File: src/rtl/core/amte_pkg.sv
// Package: pipeline depth, calendar constants, reciprocal constants and month tables.
package amte_pkg;

  localparam int unsigned Stages = 15;

  localparam logic [21:0] EpochShift = 22'd719468;   // days 0000-03-01 .. 1970-01-01
  localparam logic [17:0] DaysPerEra = 18'd146097;   // days in 400 years
  localparam logic [16:0] SecsPerDay = 17'd86400;

  // Month codes, zero based (January is 0)
  localparam logic [3:0] MonFeb = 4'd1;
  localparam logic [3:0] MonMar = 4'd2;
  localparam logic [3:0] MonsPerYear = 4'd12;

  // Exact floor division by constant: q = (x * ceil(2^k / d)) >> k, with
  // k = width(x) + clog2(d), which is exact for every x of that width.
  localparam logic [31:0] Recip675    = 32'(((64'd1 << 41) + 64'd674) / 64'd675);
  localparam logic [22:0] Recip146097 = 23'(((64'd1 << 40) + 64'd146096) / 64'd146097);
  localparam logic [18:0] Recip1460   = 19'(((64'd1 << 29) + 64'd1459) / 64'd1460);
  localparam logic [18:0] Recip36524  = 19'(((64'd1 << 34) + 64'd36523) / 64'd36524);
  localparam logic [18:0] Recip365    = 19'(((64'd1 << 27) + 64'd364) / 64'd365);
  localparam logic [11:0] Recip153    = 12'(((64'd1 << 19) + 64'd152) / 64'd153);
  localparam logic [11:0] Recip12     = 12'(((64'd1 << 15) + 64'd11) / 64'd12);
  localparam logic [14:0] Recip100    = 15'(((64'd1 << 21) + 64'd99) / 64'd100);

  // Day of a March-based year on which each month starts: (153*mp + 2) / 5
  localparam logic [8:0] MonthStart [12] = '{
    9'd0, 9'd31, 9'd61, 9'd92, 9'd122, 9'd153,
    9'd184, 9'd214, 9'd245, 9'd275, 9'd306, 9'd337
  };

  // Month lengths, January first, February in a common year
  localparam logic [4:0] MonthLen [12] = '{
    5'd31, 5'd28, 5'd31, 5'd30, 5'd31, 5'd30,
    5'd31, 5'd31, 5'd30, 5'd31, 5'd30, 5'd31
  };

endpackage

File: src/rtl/core/add_months_to_epoch_seconds.sv
// Top level: epoch seconds plus calendar months with end-of-month clamp, 15-stage pipeline.
//
// Takes one word per clock while in_ready_o is high: a UTC timestamp in
// seconds since 1970-01-01 and a month count. The timestamp is split into a
// day number and second of day, converted to a proleptic Gregorian date, the
// months are added with carry into the year, the day is clamped to the
// length of the target month (leap February has 29 days, 4/100/400 rule)
// and the date goes back to epoch seconds with the time of day kept.
// Throughput is one word per cycle while the output is not stalled. No stage
// has more than one multiply on its path (divisions by constants are done
// as reciprocal multiplies, shifts or compares), which sets the stage depth.
// The output register is the last stage; when out_ready_i is low with a word
// waiting, the whole pipe holds and in_ready_o drops, nothing is lost or
// repeated.
module add_months_to_epoch_seconds (
  input  logic        clk_i,
  input  logic        rst_ni,
  input  logic        in_valid_i,
  output logic        in_ready_o,
  input  logic [37:0] start_seconds_i,
  input  logic [9:0]  month_count_i,
  output logic        out_valid_o,
  input  logic        out_ready_i,
  output logic [38:0] result_seconds_o
);

  // Pipe advance: the whole pipe moves unless the output word is held.
  logic                            adv;
  logic [amte_pkg::Stages-1:0]     vld_q;
  logic [amte_pkg::Stages-1:0]     vld_d;

  assign adv        = !vld_q[amte_pkg::Stages-1] || out_ready_i;
  assign in_ready_o = adv;
  assign vld_d      = {vld_q[amte_pkg::Stages-2:0], in_valid_i};

  always_ff @(posedge clk_i or negedge rst_ni) begin
    if (!rst_ni) begin
      vld_q <= '0;
    end else if (adv) begin
      vld_q <= vld_d;
    end
  end

  // ---- Stage 1: day number = (secs >> 7) / 675, since 86400 = 128 * 675
  logic [30:0] s0_x;
  logic [62:0] s0_prod;
  logic [21:0] s1_day_q;
  logic [30:0] s1_x_q;
  logic [6:0]  s1_lo_q;
  logic [9:0]  s1_cnt_q;

  assign s0_x    = start_seconds_i[37:7];
  assign s0_prod = 63'(s0_x) * 63'(amte_pkg::Recip675);

  // ---- Stage 2: second of day, shift day number to a March-0000 base
  logic [30:0] s1_rem;
  logic [21:0] s2_z_q;
  logic [16:0] s2_sod_q;
  logic [9:0]  s2_cnt_q;

  assign s1_rem = s1_x_q - 31'(31'(s1_day_q) * 31'd675);

  // ---- Stage 3: era = z / 146097
  logic [44:0] s2_prod;
  logic [4:0]  s3_era_q;
  logic [21:0] s3_z_q;
  logic [16:0] s3_sod_q;
  logic [9:0]  s3_cnt_q;

  assign s2_prod = 45'(s2_z_q) * 45'(amte_pkg::Recip146097);

  // ---- Stage 4: day of era
  logic [21:0] s3_doe;
  logic [17:0] s4_doe_q;
  logic [4:0]  s4_era_q;
  logic [16:0] s4_sod_q;
  logic [9:0]  s4_cnt_q;

  assign s3_doe = s3_z_q - 22'(22'(s3_era_q) * 22'(amte_pkg::DaysPerEra));

  // ---- Stage 5: leap corrections doe/1460, doe/36524, doe/146096
  logic [36:0] s4_prod_a;
  logic [36:0] s4_prod_b;
  logic [6:0]  s5_a_q;
  logic [2:0]  s5_b_q;
  logic        s5_c_q;
  logic [17:0] s5_doe_q;
  logic [4:0]  s5_era_q;
  logic [16:0] s5_sod_q;
  logic [9:0]  s5_cnt_q;

  assign s4_prod_a = 37'(s4_doe_q) * 37'(amte_pkg::Recip1460);
  assign s4_prod_b = 37'(s4_doe_q) * 37'(amte_pkg::Recip36524);

  // ---- Stage 6: year of era
  logic [17:0] s5_t;
  logic [36:0] s5_prod;
  logic [8:0]  s6_yoe_q;
  logic [17:0] s6_doe_q;
  logic [4:0]  s6_era_q;
  logic [16:0] s6_sod_q;
  logic [9:0]  s6_cnt_q;

  assign s5_t    = s5_doe_q + 18'(s5_b_q) - 18'(s5_a_q) - 18'(s5_c_q);
  assign s5_prod = 37'(s5_t) * 37'(amte_pkg::Recip365);

  // ---- Stage 7: day of (March-based) year; yoe/100 from compares
  logic [1:0]  s6_cent;
  logic [17:0] s6_doy;
  logic [8:0]  s7_doy_q;
  logic [8:0]  s7_yoe_q;
  logic [4:0]  s7_era_q;
  logic [16:0] s7_sod_q;
  logic [9:0]  s7_cnt_q;

  always_comb begin
    if (s6_yoe_q >= 9'd300) begin
      s6_cent = 2'd3;
    end else if (s6_yoe_q >= 9'd200) begin
      s6_cent = 2'd2;
    end else if (s6_yoe_q >= 9'd100) begin
      s6_cent = 2'd1;
    end else begin
      s6_cent = 2'd0;
    end
  end

  assign s6_doy = s6_doe_q - (18'(18'(s6_yoe_q) * 18'd365) + 18'(s6_yoe_q[8:2])
                  - 18'(s6_cent));

  // ---- Stage 8: March-based month mp = (5*doy + 2) / 153
  logic [10:0] s7_num;
  logic [22:0] s7_prod;
  logic [3:0]  s8_mp_q;
  logic [8:0]  s8_doy_q;
  logic [8:0]  s8_yoe_q;
  logic [4:0]  s8_era_q;
  logic [16:0] s8_sod_q;
  logic [9:0]  s8_cnt_q;

  assign s7_num  = 11'({s7_doy_q, 2'b00}) + 11'(s7_doy_q) + 11'd2;
  assign s7_prod = 23'(s7_num) * 23'(amte_pkg::Recip153);

  // ---- Stage 9: civil day, civil year, month total with the count added
  logic        s8_jan_feb;
  logic [3:0]  s8_mon0;
  logic [8:0]  s8_day;
  logic [13:0] s9_y_q;
  logic [10:0] s9_total_q;
  logic [4:0]  s9_d_q;
  logic [16:0] s9_sod_q;

  assign s8_jan_feb = (s8_mp_q >= 4'd10);
  assign s8_mon0    = s8_jan_feb ? s8_mp_q - 4'd10 : s8_mp_q + 4'd2;
  assign s8_day     = s8_doy_q - amte_pkg::MonthStart[s8_mp_q] + 9'd1;

  // ---- Stage 10: years carried = total / 12
  logic [22:0] s9_prod;
  logic [6:0]  s10_tq_q;
  logic [10:0] s10_total_q;
  logic [13:0] s10_y_q;
  logic [4:0]  s10_d_q;
  logic [16:0] s10_sod_q;

  assign s9_prod = 23'(s9_total_q) * 23'(amte_pkg::Recip12);

  // ---- Stage 11: target month and year
  logic [10:0] s10_mon_full;
  logic [3:0]  s11_mon_q;
  logic [13:0] s11_y2_q;
  logic [4:0]  s11_d_q;
  logic [16:0] s11_sod_q;

  assign s10_mon_full = s10_total_q - 11'(11'(s10_tq_q) * 11'(amte_pkg::MonsPerYear));

  // ---- Stage 12: year / 100 for the leap test and for the March-based year
  logic [13:0] s11_yb;
  logic [28:0] s11_prod_a;
  logic [28:0] s11_prod_b;
  logic [6:0]  s12_qa_q;
  logic [6:0]  s12_qb_q;
  logic [13:0] s12_y2_q;
  logic [13:0] s12_yb_q;
  logic [3:0]  s12_mon_q;
  logic [4:0]  s12_d_q;
  logic [16:0] s12_sod_q;

  assign s11_yb     = s11_y2_q - 14'(s11_mon_q < amte_pkg::MonMar);
  assign s11_prod_a = 29'(s11_y2_q) * 29'(amte_pkg::Recip100);
  assign s11_prod_b = 29'(s11_yb) * 29'(amte_pkg::Recip100);

  // ---- Stage 13: clamp the day, day of March-based year, era and year of era
  logic        s12_cent_year;
  logic        s12_leap;
  logic [4:0]  s12_lim;
  logic [4:0]  s12_dc;
  logic [3:0]  s12_mp2;
  logic [4:0]  s12_era2;
  logic [13:0] s12_yoe2;
  logic [8:0]  s13_doy_q;
  logic [8:0]  s13_yoe_q;
  logic [1:0]  s13_cq_q;
  logic [4:0]  s13_era_q;
  logic [16:0] s13_sod_q;

  assign s12_cent_year = (s12_y2_q == 14'(14'(s12_qa_q) * 14'd100));
  assign s12_leap      = (s12_y2_q[1:0] == 2'd0) && (!s12_cent_year || s12_qa_q[1:0] == 2'd0);
  assign s12_lim       = amte_pkg::MonthLen[s12_mon_q]
                         + 5'(s12_mon_q == amte_pkg::MonFeb && s12_leap);
  assign s12_dc        = (s12_d_q > s12_lim) ? s12_lim : s12_d_q;
  assign s12_mp2       = (s12_mon_q >= amte_pkg::MonMar) ? s12_mon_q - amte_pkg::MonMar
                                                         : s12_mon_q + 4'd10;
  assign s12_era2      = s12_qb_q[6:2];
  assign s12_yoe2      = s12_yb_q - 14'(14'(s12_era2) * 14'd400);

  // ---- Stage 14: day number since the epoch
  logic [17:0] s13_doe;
  logic [23:0] s13_days;
  logic [22:0] s14_days_q;
  logic [16:0] s14_sod_q;

  assign s13_doe  = 18'(18'(s13_yoe_q) * 18'd365) + 18'(s13_yoe_q[8:2])
                    - 18'(s13_cq_q) + 18'(s13_doy_q);
  assign s13_days = 24'(24'(s13_era_q) * 24'(amte_pkg::DaysPerEra)) + 24'(s13_doe)
                    - 24'(amte_pkg::EpochShift);

  // ---- Stage 15: back to seconds, output register
  logic [38:0] s15_res_q;

  // Payload registers, no reset; they move with the valid bits.
  always_ff @(posedge clk_i) begin
    if (adv) begin
      s1_day_q    <= s0_prod[62:41];
      s1_x_q      <= s0_x;
      s1_lo_q     <= start_seconds_i[6:0];
      s1_cnt_q    <= month_count_i;

      s2_z_q      <= s1_day_q + amte_pkg::EpochShift;
      s2_sod_q    <= {s1_rem[9:0], s1_lo_q};
      s2_cnt_q    <= s1_cnt_q;

      s3_era_q    <= s2_prod[44:40];
      s3_z_q      <= s2_z_q;
      s3_sod_q    <= s2_sod_q;
      s3_cnt_q    <= s2_cnt_q;

      s4_doe_q    <= s3_doe[17:0];
      s4_era_q    <= s3_era_q;
      s4_sod_q    <= s3_sod_q;
      s4_cnt_q    <= s3_cnt_q;

      s5_a_q      <= s4_prod_a[35:29];
      s5_b_q      <= s4_prod_b[36:34];
      s5_c_q      <= (s4_doe_q == 18'd146096);
      s5_doe_q    <= s4_doe_q;
      s5_era_q    <= s4_era_q;
      s5_sod_q    <= s4_sod_q;
      s5_cnt_q    <= s4_cnt_q;

      s6_yoe_q    <= s5_prod[35:27];
      s6_doe_q    <= s5_doe_q;
      s6_era_q    <= s5_era_q;
      s6_sod_q    <= s5_sod_q;
      s6_cnt_q    <= s5_cnt_q;

      s7_doy_q    <= s6_doy[8:0];
      s7_yoe_q    <= s6_yoe_q;
      s7_era_q    <= s6_era_q;
      s7_sod_q    <= s6_sod_q;
      s7_cnt_q    <= s6_cnt_q;

      s8_mp_q     <= s7_prod[22:19];
      s8_doy_q    <= s7_doy_q;
      s8_yoe_q    <= s7_yoe_q;
      s8_era_q    <= s7_era_q;
      s8_sod_q    <= s7_sod_q;
      s8_cnt_q    <= s7_cnt_q;

      s9_y_q      <= 14'(s8_yoe_q) + 14'(14'(s8_era_q) * 14'd400) + 14'(s8_jan_feb);
      s9_total_q  <= 11'(s8_mon0) + 11'(s8_cnt_q);
      s9_d_q      <= s8_day[4:0];
      s9_sod_q    <= s8_sod_q;

      s10_tq_q    <= s9_prod[21:15];
      s10_total_q <= s9_total_q;
      s10_y_q     <= s9_y_q;
      s10_d_q     <= s9_d_q;
      s10_sod_q   <= s9_sod_q;

      s11_mon_q   <= s10_mon_full[3:0];
      s11_y2_q    <= s10_y_q + 14'(s10_tq_q);
      s11_d_q     <= s10_d_q;
      s11_sod_q   <= s10_sod_q;

      s12_qa_q    <= s11_prod_a[27:21];
      s12_qb_q    <= s11_prod_b[27:21];
      s12_y2_q    <= s11_y2_q;
      s12_yb_q    <= s11_yb;
      s12_mon_q   <= s11_mon_q;
      s12_d_q     <= s11_d_q;
      s12_sod_q   <= s11_sod_q;

      s13_doy_q   <= amte_pkg::MonthStart[s12_mp2] + 9'(s12_dc) - 9'd1;
      s13_yoe_q   <= s12_yoe2[8:0];
      s13_cq_q    <= s12_qb_q[1:0];
      s13_era_q   <= s12_era2;
      s13_sod_q   <= s12_sod_q;

      s14_days_q  <= s13_days[22:0];
      s14_sod_q   <= s13_sod_q;

      s15_res_q   <= 39'(39'(s14_days_q) * 39'(amte_pkg::SecsPerDay)) + 39'(s14_sod_q);
    end
  end

  assign out_valid_o      = vld_q[amte_pkg::Stages-1];
  assign result_seconds_o = s15_res_q;

endmodule

File: config.mk
export PLATFORM = sky130hd
export DESIGN_NAME = add_months_to_epoch_seconds
export DESIGN_NICKNAME = d
export VERILOG_FILES = /design/src/rtl/core/amte_pkg.sv /design/src/rtl/core/add_months_to_epoch_seconds.sv
export SDC_FILE = /design/constraint.sdc
export NUM_CORES = 2
export LEC_CHECK = 0
export BUFFER_PORTS_ARGS = -buffer_cell sky130_fd_sc_hd__buf_2
export CELL_PAD_IN_SITES_DETAIL_PLACEMENT = 0
export CELL_PAD_IN_SITES_GLOBAL_PLACEMENT = 1
export CORE_MARGIN = 8
export CORE_UTILIZATION = 37
export CTS_CLUSTER_SIZE = 12
export DETAILED_ROUTE_END_ITERATION = 12
export MAX_ROUTING_LAYER = met4
export PLACE_DENSITY = 0.64
export SETUP_SLACK_MARGIN = 0.1
export SLEW_MARGIN = 20
export SYNTH_ARGS = -nofsm -noshare
export SYNTH_HDL_FRONTEND = slang
export SYNTH_SLANG_ARGS = --single-unit
File: constraint.sdc
create_clock -name clk_i -period 31.1 [get_ports clk_i]
set_input_delay 1.555 -clock clk_i [delete_from_list [all_inputs] [get_ports clk_i]]
set_output_delay 1.555 -clock clk_i [all_outputs]
set_load 0.005 [all_outputs]
## Yosys cells after proc, flatten, opt, wreduce, memory -nomap -nowiden

Memory sizes are Yosys's and may differ from the RTL's.
Index checks and enable logic that the tools add are counted.

- $add $sub $neg: 33
- $mul: 19
- Magnitude comparators: 10
- Equal/unequal tests: 3
- Mux-type cells: 12
- Bitwise operators: 3
- Reduce and logical (&&, ||, !) cells: 8

Operators with widths:

| cell | count |
|---|---|
| multiplier 18 x 16 -> 33 bit (second input constant) | 2 |
| multiplier 31 x 32 -> 63 bit (second input constant) | 1 |
| multiplier 14 x 13 -> 26 bit (second input constant) | 2 |
| multiplier 22 x 22 -> 44 bit (second input constant) | 1 |
| adder 39 x 17 -> 39 bit | 1 |
| multiplier 18 x 19 -> 37 bit (second input constant) | 1 |
| multiplier 23 x 10 -> 32 bit (second input constant) | 1 |
| two-way mux 5 bit | 5 |
| adder 23 x 18 -> 23 bit | 1 |
| multiplier 11 x 12 -> 23 bit (second input constant) | 1 |
| multiplier 5 x 18 -> 23 bit (second input constant) | 1 |
| subtractor 23 x 20 -> 23 bit (second input constant) | 1 |
| adder 22 x 20 -> 22 bit (second input constant) | 1 |
| multiplier 11 x 12 -> 22 bit (second input constant) | 1 |
| multiplier 22 x 10 -> 10 bit (second input constant) | 1 |
| adder 18 x 3 -> 18 bit | 1 |
| adder 18 x 7 -> 18 bit | 1 |
| adder 18 x 9 -> 18 bit | 1 |
| == test 18 bit (second input constant) | 1 |
| multiplier 5 x 18 -> 18 bit (second input constant) | 1 |
| multiplier 9 x 9 -> 18 bit (second input constant) | 1 |
| two-way mux 9 bit | 2 |
| subtractor 18 x 1 -> 18 bit | 1 |
| subtractor 18 bit | 1 |
| other kinds (46) | 57 |

- Bits in registers: 742
- Memory bits (read-only): 368
- Logic and storage cells: 158
- Memories: 3

Memories:

| name | words | bits a word | read ports | clocked after memory_dff | write ports | RTL line | text |
|---|---|---|---|---|---|---|---|
| (no name shown) | 16 | 9 | 1 | 0 | 0 | add_months_to_epoch_seconds.sv:303 | `s13_doy_q <= amte_pkg::MonthStart[s12_mp2] + 9'(s12_dc) - 9'd1;` |
| (no name shown) | 16 | 9 | 1 | 0 | 0 | add_months_to_epoch_seconds.sv:155 | `assign s8_day = s8_doy_q - amte_pkg::MonthStart[s8_mp_q] + 9'd1;` |
| (no name shown) | 16 | 5 | 1 | 0 | 0 | add_months_to_epoch_seconds.sv:208 | `assign s12_lim = amte_pkg::MonthLen[s12_mon_q]` |

## Logic depth before layout (Yosys ltp)

- Depth after elaboration: 11
- Gate-level depth with buffers: 38
- Mapped depth without buffers: 38

## Worst setup path before layout

Ideal clock, no wire load.

- Kind: input -> register
- Start: in out_ready_i
- End: reg vld_q[10] (netlist name)
- Data arrival time: 24.301 ns
- Setup slack: 6.625 ns
- Cell stages on the path: 4
- Buffers on the path: 2
- Path through: nand2b_1 -> clkbuf_1 -> buf_1 -> mux2_2

- Longest elaborated chain between the ends: 1

Ends and longest elaborated chain:

| item | RTL line | text |
|---|---|---|
| from (decl) | add_months_to_epoch_seconds.sv:23 | `input logic out_ready_i,` |
| logical OR 1 bit | add_months_to_epoch_seconds.sv:32 | `assign adv = !vld_q[amte_pkg::Stages-1] \|\| out_ready_i;` |
| net in_ready_o | add_months_to_epoch_seconds.sv:19 | `output logic in_ready_o,` |
| to (signal assigned) | add_months_to_epoch_seconds.sv:40 | `vld_q <= vld_d;` |
| to (decl) | add_months_to_epoch_seconds.sv:29 | `logic [amte_pkg::Stages-1:0] vld_q;` |

The timed path passes the listed nets, and every way through them passes these cells.
A chain may end at the register's enable or synchronous reset.

## Worst setup path in the final report

- Start: reg s5_b_q[0]
- End: reg s6_yoe_q[8] (data pin)

- Longest elaborated chain between the ends: 4

Ends and longest elaborated chain:

| item | RTL line | text |
|---|---|---|
| from (decl) | add_months_to_epoch_seconds.sv:85 | `logic [2:0] s5_b_q;` |
| from (signal assigned) | add_months_to_epoch_seconds.sv:253 | `s5_b_q <= s4_prod_b[36:34];` |
| adder 18 x 3 -> 18 bit | add_months_to_epoch_seconds.sv:104 | `assign s5_t = s5_doe_q + 18'(s5_b_q) - 18'(s5_a_q) - 18'(s5_c_q);` |
| subtractor 18 x 7 -> 18 bit | add_months_to_epoch_seconds.sv:104 |  |
| subtractor 18 x 1 -> 18 bit | add_months_to_epoch_seconds.sv:104 |  |
| multiplier 18 x 16 -> 33 bit | add_months_to_epoch_seconds.sv:105 | `assign s5_prod = 37'(s5_t) * 37'(amte_pkg::Recip365);` |
| net s5_prod[35] | add_months_to_epoch_seconds.sv:97 | `logic [36:0] s5_prod;` |
| to (signal assigned) | add_months_to_epoch_seconds.sv:260 | `s6_yoe_q <= s5_prod[35:27];` |
| to (decl) | add_months_to_epoch_seconds.sv:98 | `logic [8:0] s6_yoe_q;` |

The timed path passes the listed nets, and every way through them passes these cells.

==> impl_metrics.toml <==
[sta]
fin_skew_ns = 0.09949
slew_headroom_pct = 26.86
maxSlewViolCount = 0
hold_viol = 0
min_period_ns = 10.15
setup_violations = 0
worst_slew_pin_slew_ns = 1.097
fin_crit_sh_pct = 32.65
fmax_mhz = 98.50
tns_ns = 0
rsz0062_at_grt = "false"
fin_hold_ws_ns = 0.3532

[detailed_routing]
drtPass1Iterations = 5
drc = 0
via_per_inst = 4.643
via_count = 50430
wl_um = 187200
drt-initial-drc-count = 2183
antenna_left = 0
wl_per_cell_um = 17.23

[floorplanning]
rows = 178
coreArea_mm2 = 0.2350
ioPinCount = 93
die_width_um = 502.0
initial_core_util_pct = 37.19
fp.dieH_um = 502.0
die_area_mm2 = 0.2520

[worst_setup_path]
crit_top_cell = "fa_1"
critPathMaxStageDelay_ns = 0.59
cp-start-kind = "flip-flop"
worst_setup_path_end_kind = "flip-flop"
path_buf_inv = 5
crit_arrival_ns = 10.63
cp_top_family = "adder cells"
worstPathMaxFanout = 6
critPathSlowestCell = "xor2_1"
path_class = "flip-flop to flip-flop"
critPathRequiredTime_ns = 31.57

[synth]
synth_commonest_cells = "inv_1 (1,964), ha_1 (1,881), fa_1 (1,166), edfxtp_1 (727), xnor2_1 (283)"
ys_ff_latch = 742
synth_area_leaders = "ha_1 (27%), fa_1 (27%), edfxtp_1 (25%)"
synth.avg_cell_area_um2 = 11.78
synth_flop_cell = "edfxtp_1"
synth_nets = 10510
synth_area_mm2 = 0.08738
synth_cell_types = 80
yosys.area.top_type = "ha_1"
async_reset_ff_share_pct = 2.022
yosysSeqAreaShare_pct = 25.41
yosys.area.top_type_share_pct = 26.93
synth_edf_count = 727
yosys.cell_count.top_type = "inv_1"
synth_cells = 7415
yosysWarnings = 0

[placement]
gp_congestion = 0.9107
placed_cells = 10680
numPortBuffers = 92
hpwl_um = 159500

[clock_tree]
clk_latency_ns = 0.75
cts_buffer_depth = 3
cts_made_buffers = 95
post_cts_resized = 0
clk_pin_slew_ns = 0.06
cts_num_sinks = 742
cts_root_buffer = "clkbuf_16"
cts_tree = "done"
postCtsSetupRepairBufs = 0
cts_max_level = 3
postCtsHoldBufs = 0

[layout]
nets = 10730
stdcell_count = 10860
drive_gt1_share_pct = 4.370
syn2layout_area_growth_pct = 9.149
fillers = 22450

[job]
maxCapViolCount = 0

[global_route]
antenna_found_initial = 9
grt_overflow = 0
grt_pass1_vias = 55350
track_usage_pct = 15.67
grt_pass1_wl_um = 304900
grt_start_max_net_pins = 193

[status]
status = "finished clean"

[hold_path]
hold_path_class = "flip-flop to flip-flop"
-- worst paths after layout --
path | startpoint | endpoint | slack (ns) | cells past startpoint
worst max-delay path | s5_b_q[0] | s6_yoe_q[8] | 20.95 | 35
worst min-delay path | s6_cnt_q[0] | s7_cnt_q[0] | 0.35 | 0
worst max register to register | s5_b_q[0] | s6_yoe_q[8] | 20.95 | 35
worst min register to register | s6_cnt_q[0] | s7_cnt_q[0] | 0.35 | 0
max in group asynchronous | rst_ni | vld_q[3] | 30.10 | 1
min in group asynchronous | rst_ni | vld_q[14] | 0.69 | 1
-- cells in the final DEF, fill, tap and decap left out, types with 42 or more instances in the layout --
cell       synthesis  routed
nor2_1           172     172
a21o_1            99      99
clkbuf_16          0      95
buf_2              1      92
ha_1            1881    1881
nor3_1            49      49
o21ai_0          114     114
inv_1           1964    1964
fa_1            1166    1166
xor2_1            85      85
nand3_1           51      51
edfxtp_1         727     727
nand2_1          117     117
o21a_1            42      42
xnor2_1          283     280
o21bai_1          44      44
a21oi_1          202     202
-- flip-flops by register name (all words and copies together), names as in the netlist, 18 cells and up --
| signal | flops |
|---|---|
| s4_doe_q | 18 |
| s14_days_q | 23 |
| s2_z_q | 22 |
| s1_day_q | 22 |
| result_seconds_o | 39 |
| s5_doe_q | 18 |
| s3_z_q | 18 |
-- cell families after synthesis --
group | share of synthesized area (%)
xor+xnor | 3.733
compound gates | 5.139
fa+ha+maj | 53.65
simple gates | 3.339
mux | 0.2663
buf+inv | 8.460
flops | 25.41
-- metrics by stage --
step / setup WS [ns] / utilization (%) / cell area, um2
2_1_floorplan: 6.625 / - / 87380
3_3_place_gp: 20.94 / 39.17 / 92030
3_5_place_dp: 20.85 / 39.18 / 92050
4_1_cts: 20.82 / 40.59 / 95360
5_1_grt: 20.23 / 40.59 / 95370
6_report: 20.95 / 40.59 / 95370
-- layer usage --
metal	track usage (%)	share of wire [%]	up-vias
met5	-	0	-
met4	3.233	2.0	0
met3	1.757	2.8	174
met2	26.13	48	478
met1	20.80	47	25180
li1	-	-	24600
-- final cells by class --
class / instances / area (um2) / share of cell area [%]
clock inverter: 63 / 825.8 / 0.8659
timing repair buffer: 124 / 725.7 / 0.7609
inverter: 1964 / 7372 / 7.730
multi-input combinational: 4704 / 57810 / 60.62
tap: 3150 / 3941 / 4.133
antenna: 1 / 2.502 / 0.002624
sequential: 742 / 22210 / 23.28
clock buffer: 114 / 2489 / 2.609
Power is not shown: default switching activity piles up to over one toggle a cycle in this logic, so the estimate is an artifact.
